File: config.mk
export PLATFORM = sky130hd
export DESIGN_NAME = caf_audio_header_parser
export DESIGN_NICKNAME = d
export VERILOG_FILES = /design/src/rtl/core/cahp_pkg.sv /design/src/rtl/core/caf_audio_header_parser.sv /design/src/rtl/core/cahp_fields.sv
export SDC_FILE = /design/constraint.sdc
export NUM_CORES = 2
export LEC_CHECK = 0
export ABC_AREA = 1
export CAP_MARGIN = 30
export CELL_PAD_IN_SITES_DETAIL_PLACEMENT = 2
export CELL_PAD_IN_SITES_GLOBAL_PLACEMENT = 2
export CORE_MARGIN = 2
export CORE_UTILIZATION = 40
export CTS_CLUSTER_DIAMETER = 120
export DETAILED_ROUTE_END_ITERATION = 6
export DONT_BUFFER_PORTS = 1
export PLACE_DENSITY = 0.89
export SETUP_SLACK_MARGIN = 0.4
export SYNTH_ARGS = -nofsm -noshare
export SYNTH_HDL_FRONTEND = slang
export SYNTH_SLANG_ARGS = --single-unit
export TNS_END_PERCENT = 5
File: constraint.sdc
create_clock -name clock -period 14.7 [get_ports clock]
set_clock_uncertainty 0.15 [all_clocks]
set_input_delay 1.47 -clock clock [delete_from_list [all_inputs] [get_ports clock]]
set_output_delay 1.47 -clock clock [all_outputs]
set_load 0.05 [all_outputs]
File: src/rtl/core/cahp_pkg.sv
`default_nettype none

package cahp_pkg;

   typedef enum logic [2:0] {
      PH_WAIT,
      PH_HEAD,
      PH_CHUNK,
      PH_SKIP,
      PH_DONE
   } phase_type;

   typedef enum logic [3:0] {
      ST_OK        = 4'd0,
      ST_MAGIC     = 4'd1,
      ST_VERSION   = 4'd2,
      ST_FLAGS     = 4'd3,
      ST_NO_DESC   = 4'd4,
      ST_NOT_LPCM  = 4'd5,
      ST_BITS      = 4'd6,
      ST_INT32     = 4'd7,
      ST_TRUNCATED = 4'd8,
      ST_NEG_SIZE  = 4'd9
   } status_type;

   localparam logic [31:0] TAG_CAFF = 32'h6361_6666;
   localparam logic [31:0] TAG_DESC = 32'h6465_7363;
   localparam logic [31:0] TAG_LPCM = 32'h6c70_636d;
   localparam logic [31:0] TAG_DATA = 32'h6461_7461;

   localparam logic [5:0] OFS_MAGIC_END   = 6'd3;
   localparam logic [5:0] OFS_VERSION_END = 6'd5;
   localparam logic [5:0] OFS_FLAGS_END   = 6'd7;
   localparam logic [5:0] OFS_DESC_END    = 6'd11;
   localparam logic [5:0] OFS_RATE_END    = 6'd27;
   localparam logic [5:0] OFS_FORMAT_END  = 6'd31;
   localparam logic [5:0] OFS_FMTFLG_END  = 6'd35;
   localparam logic [5:0] OFS_CHAN_END    = 6'd47;
   localparam logic [5:0] OFS_BITS_END    = 6'd51;

   localparam logic [3:0] IDX_ID_END   = 4'd3;
   localparam logic [3:0] IDX_SIZE_END = 4'd11;

   localparam logic [63:0] DATA_HDR_BYTES = 64'd16;
   localparam logic [63:0] EDIT_COUNT_BYTES = 64'd4;

   typedef struct packed {
      logic [33:0] bytes_per_frame;
      logic [63:0] data_byte_limit;
      logic [62:0] header_bytes;
      logic        is_big_endian;
      logic [2:0]  bytes_per_sample;
      logic [31:0] channel_count;
      logic [63:0] sample_rate_bits;
   } result_type;

endpackage

`default_nettype wire

File: src/rtl/core/caf_audio_header_parser.sv
// Streaming header parser for CAF audio files. The file enters one byte per
// request, with tuser marking file offset zero and tlast marking the final
// byte; a byte is taken in every cycle in which the result register is free
// or being emptied, so the sustained rate is one byte per clock. Each byte is
// checked and folded into the parser state in the cycle it is taken, and the
// single result of a file (status plus the stream description) appears in
// the result register on the following cycle. Bytes that arrive before a
// first byte, or after the result of the current file, are consumed quietly.
`default_nettype none

module caf_audio_header_parser
   import cahp_pkg::*;
(
   input  wire logic         clock,
   input  wire logic         reset,
   input  wire logic         req_tvalid,
   output logic              req_tready,
   input  wire logic [7:0]   req_tdata,   // [7:0] data_byte
   input  wire logic         req_tuser,   // [0] first_byte
   input  wire logic         req_tlast,   // last_byte
   output logic              rsp_tvalid,
   input  wire logic         rsp_tready,
   output logic [263:0]      rsp_tdata,   // [63:0] sample_rate_bits,
                                          // [95:64] channel_count,
                                          // [98:96] bytes_per_sample,
                                          // [99] is_big_endian,
                                          // [162:100] header_bytes,
                                          // [226:163] data_byte_limit,
                                          // [260:227] bytes_per_frame,
                                          // [263:261] zero
   output logic [3:0]        rsp_tuser    // [3:0] status
);

   phase_type   phase_ff, phase_in;
   logic [63:0] offset_ff, offset_in;
   logic [63:0] shift_ff, shift_in;
   logic [63:0] skip_ff, skip_in;
   logic [63:0] chunk_start_ff, chunk_start_in;
   logic [3:0]  chunk_idx_ff, chunk_idx_in;
   logic [1:0]  flags_ff, flags_in;
   logic [2:0]  bps_ff, bps_in;
   logic [31:0] channels_ff, channels_in;
   logic [63:0] rate_ff, rate_in;
   logic        is_data_ff, is_data_in;

   logic        rsp_valid_ff, rsp_valid_in;
   status_type  rsp_status_ff, rsp_status_in;
   result_type  rsp_result_ff, rsp_result_in;

   logic        accept;
   logic        emit;
   status_type  status;
   logic [63:0] data_size;
   logic [63:0] next_offset;
   logic [63:0] skip_dec;
   logic [31:0] lo32;

   assign req_tready = ~rsp_valid_ff | rsp_tready;
   assign accept     = req_tvalid & req_tready;

   always_comb begin
      phase_in       = phase_ff;
      offset_in      = offset_ff;
      shift_in       = shift_ff;
      skip_in        = skip_ff;
      chunk_start_in = chunk_start_ff;
      chunk_idx_in   = chunk_idx_ff;
      flags_in       = flags_ff;
      bps_in         = bps_ff;
      channels_in    = channels_ff;
      rate_in        = rate_ff;
      is_data_in     = is_data_ff;
      emit           = 1'b0;
      status         = ST_OK;
      data_size      = '0;
      next_offset    = '0;
      skip_dec       = '0;
      lo32           = '0;

      if (accept && req_tuser) begin
         phase_in       = PH_HEAD;
         offset_in      = '0;
         shift_in       = '0;
         skip_in        = '0;
         chunk_start_in = '0;
         chunk_idx_in   = '0;
         flags_in       = '0;
         bps_in         = '0;
         channels_in    = '0;
         rate_in        = '0;
         is_data_in     = 1'b0;
      end

      if (accept && phase_in != PH_WAIT && phase_in != PH_DONE) begin
         shift_in    = {shift_in[55:0], req_tdata};
         lo32        = shift_in[31:0];
         next_offset = offset_in + 64'd1;
         skip_dec    = skip_in - 64'd1;

         unique case (phase_in)
            PH_HEAD: begin
               unique case (offset_in[5:0])
                  OFS_MAGIC_END: begin
                     if (lo32 != TAG_CAFF) begin
                        emit   = 1'b1;
                        status = ST_MAGIC;
                     end
                  end
                  OFS_VERSION_END: begin
                     if (lo32[15:0] != 16'd1) begin
                        emit   = 1'b1;
                        status = ST_VERSION;
                     end
                  end
                  OFS_FLAGS_END: begin
                     if (lo32[15:0] != 16'd0) begin
                        emit   = 1'b1;
                        status = ST_FLAGS;
                     end
                  end
                  OFS_DESC_END: begin
                     if (lo32 != TAG_DESC) begin
                        emit   = 1'b1;
                        status = ST_NO_DESC;
                     end
                  end
                  OFS_RATE_END: rate_in = shift_in;
                  OFS_FORMAT_END: begin
                     if (lo32 != TAG_LPCM) begin
                        emit   = 1'b1;
                        status = ST_NOT_LPCM;
                     end
                  end
                  OFS_FMTFLG_END: flags_in = lo32[1:0];
                  OFS_CHAN_END: channels_in = lo32;
                  OFS_BITS_END: begin
                     if (lo32 == 32'd16) begin
                        bps_in = 3'd2;
                     end else if (lo32 == 32'd24) begin
                        bps_in = 3'd3;
                     end else if (lo32 == 32'd32) begin
                        bps_in = 3'd4;
                     end
                     if (lo32 != 32'd16 && lo32 != 32'd24 && lo32 != 32'd32) begin
                        emit   = 1'b1;
                        status = ST_BITS;
                     end else if (lo32 == 32'd32 && !flags_in[0]) begin
                        emit   = 1'b1;
                        status = ST_INT32;
                     end else begin
                        chunk_start_in = next_offset;
                        chunk_idx_in   = '0;
                        phase_in       = PH_CHUNK;
                     end
                  end
                  default: ;
               endcase
            end
            PH_CHUNK: begin
               chunk_idx_in = chunk_idx_in + 4'd1;
               if (chunk_idx_ff == IDX_ID_END) begin
                  is_data_in = (lo32 == TAG_DATA);
               end
               if (chunk_idx_ff == IDX_SIZE_END) begin
                  priority if (is_data_ff) begin
                     emit      = 1'b1;
                     status    = ST_OK;
                     data_size = shift_in;
                  end else if (shift_in[63]) begin
                     emit   = 1'b1;
                     status = ST_NEG_SIZE;
                  end else if (shift_in == 64'd0) begin
                     chunk_start_in = next_offset;
                     chunk_idx_in   = '0;
                  end else begin
                     skip_in  = shift_in;
                     phase_in = PH_SKIP;
                  end
               end
            end
            PH_SKIP: begin
               skip_in = skip_dec;
               if (skip_dec == 64'd0) begin
                  chunk_start_in = next_offset;
                  chunk_idx_in   = '0;
                  phase_in       = PH_CHUNK;
               end
            end
            default: ;
         endcase

         if (!emit && req_tlast) begin
            emit   = 1'b1;
            status = ST_TRUNCATED;
         end
         if (emit) begin
            phase_in = PH_DONE;
         end
         offset_in = next_offset;
      end
   end

   cahp_fields u_fields (
      .status      (status),
      .rate        (rate_in),
      .channels    (channels_in),
      .bps         (bps_in),
      .little_end  (flags_in[1]),
      .chunk_start (chunk_start_in),
      .data_size   (data_size),
      .result      (rsp_result_in)
   );

   always_comb begin
      rsp_valid_in  = rsp_valid_ff & ~rsp_tready;
      rsp_status_in = rsp_status_ff;
      if (emit) begin
         rsp_valid_in  = 1'b1;
         rsp_status_in = status;
      end
   end

   always_ff @(posedge clock) begin
      if (reset) begin
         phase_ff     <= PH_WAIT;
         rsp_valid_ff <= 1'b0;
         chunk_idx_ff <= '0;
         is_data_ff   <= 1'b0;
      end else begin
         phase_ff     <= phase_in;
         rsp_valid_ff <= rsp_valid_in;
         chunk_idx_ff <= chunk_idx_in;
         is_data_ff   <= is_data_in;
      end
   end

   always_ff @(posedge clock) begin
      offset_ff      <= offset_in;
      shift_ff       <= shift_in;
      skip_ff        <= skip_in;
      chunk_start_ff <= chunk_start_in;
      flags_ff       <= flags_in;
      bps_ff         <= bps_in;
      channels_ff    <= channels_in;
      rate_ff        <= rate_in;
      rsp_status_ff  <= rsp_status_in;
      if (emit) begin
         rsp_result_ff <= rsp_result_in;
      end
   end

   assign rsp_tvalid = rsp_valid_ff;
   assign rsp_tuser  = rsp_status_ff;
   assign rsp_tdata  = {3'b000, rsp_result_ff};

endmodule

`default_nettype wire

File: src/rtl/core/cahp_fields.sv
`default_nettype none

module cahp_fields
   import cahp_pkg::*;
(
   input  status_type  status,
   input  logic [63:0] rate,
   input  logic [31:0] channels,
   input  logic [2:0]  bps,
   input  logic        little_end,
   input  logic [63:0] chunk_start,
   input  logic [63:0] data_size,
   output result_type  result
);

   logic [33:0] frame_bytes;
   logic [63:0] hdr_sum;

   always_comb begin
      unique case (bps)
         3'd2:    frame_bytes = {1'b0, channels, 1'b0};
         3'd3:    frame_bytes = {1'b0, channels, 1'b0} + {2'b0, channels};
         3'd4:    frame_bytes = {channels, 2'b0};
         default: frame_bytes = '0;
      endcase
   end

   assign hdr_sum = chunk_start + DATA_HDR_BYTES;

   always_comb begin
      result = '0;
      if (status == ST_OK) begin
         result.sample_rate_bits = rate;
         result.channel_count    = channels;
         result.bytes_per_sample = bps;
         result.is_big_endian    = ~little_end;
         result.header_bytes     = hdr_sum[62:0];
         result.data_byte_limit  = data_size - EDIT_COUNT_BYTES;
         result.bytes_per_frame  = frame_bytes;
      end
   end

endmodule

`default_nettype wire

==> reports/qor.csv <==
metric,value,unit
via_per_inst,6.27,
path_common_cell,nand2_1,
synth-edff-count,265,
multi_input_area,0.0193,mm^2
hold_slack,0.373,ns
placed_area,0.0388,mm^2
worstPathArrival,10.12,ns
hold_path.class,flip-flop to flip-flop,
grt.overflow.total,0,
cts-htree-levels,3,
ys_seq_area_share,39.7,%
drive_gt1_share,8.41,%
tritoncts,done,
cts_setup_buffers,0,
fmax,0.101,GHz
yosys_register_bits,621,
path_class,input pin to flip-flop,
critPathLaunchType,input pin,
finalCriticalPeriod,9.87,ns
design_area,0.0415,mm^2
cp_max_fo,88,
leakagePower,19.5,nW
rows,113,
async_flop_share,0,%
maxCapViolCount,0,
powerDensity,100,mW/mm^2
die-area,0.0976,mm^2
drc_errors,1,
regArea,0.0151,mm^2
finalNetCount,5389,
dp_hpwl,136,mm
worst_slew_pin_slew,1.15,ns
cts_sinks,621,
cts_resized,0,
io_pins,284,
wl_per_cell,31.0,um
synth_ff_type,dfxtp_1,
slew_violations,0,
timing.final.ws_setup,4.83,ns
drt_wl_total,207,mm
layout_commonest_cell,nand2_1,
critical_path_buf_inv_count,5,
grt_max_degree,165,
fin_crit_sh,67.2,%
crit_slowest_cell,buf_4,
crit_required,14.95,ns
rsz0062_at_grt,no,
syn_inst,5447,
clk_path_buf_depth,3,
syn-cell-area,0.0380,mm^2
max_stage_delay,0.64,ns
die_width,312,um
coreArea,0.0946,mm^2
final_util,43.8,%
pre_cts_ws,5.28,ns
violations,design-rule violations,
cp_top_family,compound AO/OA/AOI/OAI gates,
antenna_found_initial,16,
track_usage,41.2,%
drtIter0Drc,4463,
nFillCells,11000,
cp-end-kind,flip-flop,
outcome,finished with violations,
tritoncts.num_buffers,76,
path_clk_slew,0.06,ns
final-setup-viol-count,0,
root_buffer,clkbuf_16,
cts_hold_buffers,0,
vias,41800,
slew_headroom,23.1,%
grt_pass1_wl,304,mm
dieHeight,312,um
mostFrequentLayoutCells,"nand2_1, nor2_1, inv_1",
worstSkewPairLatency,0.72,ns
tns,0,ns
first_global_vias,45200,
synth_warnings,0,
finalHoldViolCount,0,
ir_worst_vdd,0.0883,mV
start_util,40.2,%
postSynthAreaPerCell,6.98,um^2
antenna_left,0,
gp_congestion,0.958,
firstDrtPassIters,7,
syn2layout_area_growth,9.06,%
synth_cell_types,70,
port_buffers,0,
[power by group]
group / internal [mW] / switching (mW) / total (mW)
combinational: 0.0339 / 0.166 / 0.200
sequential: 1.81 / 0.0478 / 1.86
clock: 1.18 / 0.909 / 2.09
total: 3.02 / 1.12 / 4.15
[synthesized netlist by cell type, drive strengths merged, types with 85 or more instances]
cell | count | share of area [%]
o22ai | 85 | 1.4
o21ai | 396 | 5.4
nand4 | 126 | 2.1
nor2 | 756 | 8.4
clkbuf | 126 | 1.2
edfxtp | 265 | 21
inv | 638 | 6.3
nand3 | 334 | 4.6
nand2 | 1539 | 16
dfxtp | 356 | 19
a21oi | 192 | 2.5
xor2 | 104 | 2.4
buf | 110 | 2.0
nor3 | 128 | 1.8
[cell type report]
type / instances / area share, %
tap: 1265 / 3.82
clock inverter: 44 / 1.35
inverter: 643 / 5.84
multi-input combinational: 3949 / 46.7
sequential: 621 / 36.4
antenna: 5 / 0.0302
clock buffer: 98 / 4.95
timing repair buffer: 44 / 0.989
[cell families (layout without fill, tap and decap cells)]
kind of cell / Yosys count / count (layout) / synth area share [%]
and+or+nand+nor: 2970 / 2970 / 34.4
buffers and inverters: 879 / 829 / 9.56
AOI/OAI and AO/OA: 811 / 811 / 12.2
DFF: 621 / 621 / 39.7
xor gates and xnor gates: 125 / 125 / 2.88
adders and majority gates: 40 / 40 / 1.34
other: 1 / 8 / 0.00986
[metrics by stage]
step / instances / total power [mW]
after CTS: 6657 / 4.12
after global routing: 6667 / 4.21
after floorplan: 5449 / 2.02
after detailed placement: 6515 / 2.08
final: 6669 / 4.15
after global placement: 6512 / 2.06
[per-layer routing]
| layer | part of all wire (%) | track usage (%) |
|---|---|---|
| met3 | 7.9 | 9.59 |
| met5 | 0.050 | 0 |
| met1 | 36 | 45.5 |
| met4 | 9.1 | 32.3 |
| met2 | 47 | 68.4 |
[final timing paths]
path                         start                            to  slack, ns  cells after the start
max                     rsp_tready  rsp_tdata[258]$_SDFFCE_PN0P_       4.83                     32
min            rate_ff[57]$_DFF_P_           rate_ff[57]$_DFF_P_       0.37                      2
min reg2reg    rate_ff[57]$_DFF_P_           rate_ff[57]$_DFF_P_       0.37                      2
max reg2reg  rsp_tvalid$_SDFF_PP0_  rsp_tdata[258]$_SDFFCE_PN0P_       4.88                     31
[flip-flops by register name (all words and copies together), names as in the netlist]
signal,count
flags_ff,2
bps_ff,3
shift_ff,56
rsp_tvalid,1
phase_ff,3
offset_ff,63
rate_ff,64
skip_ff,64
is_data_ff,1
chunk_start_ff,63
rsp_tuser,4
rsp_tdata,261
channels_ff,32
chunk_idx_ff,4
[tightest hold or removal path: cells and delay by family (launching register included)]
kind	cells	cell delay, ns
flip-flops	1	0.31
AO/OA/AOI/OAI	1	0.10
AND/OR/NAND/NOR	1	0.07
Note: power is estimated with default switching activity, not from simulation.
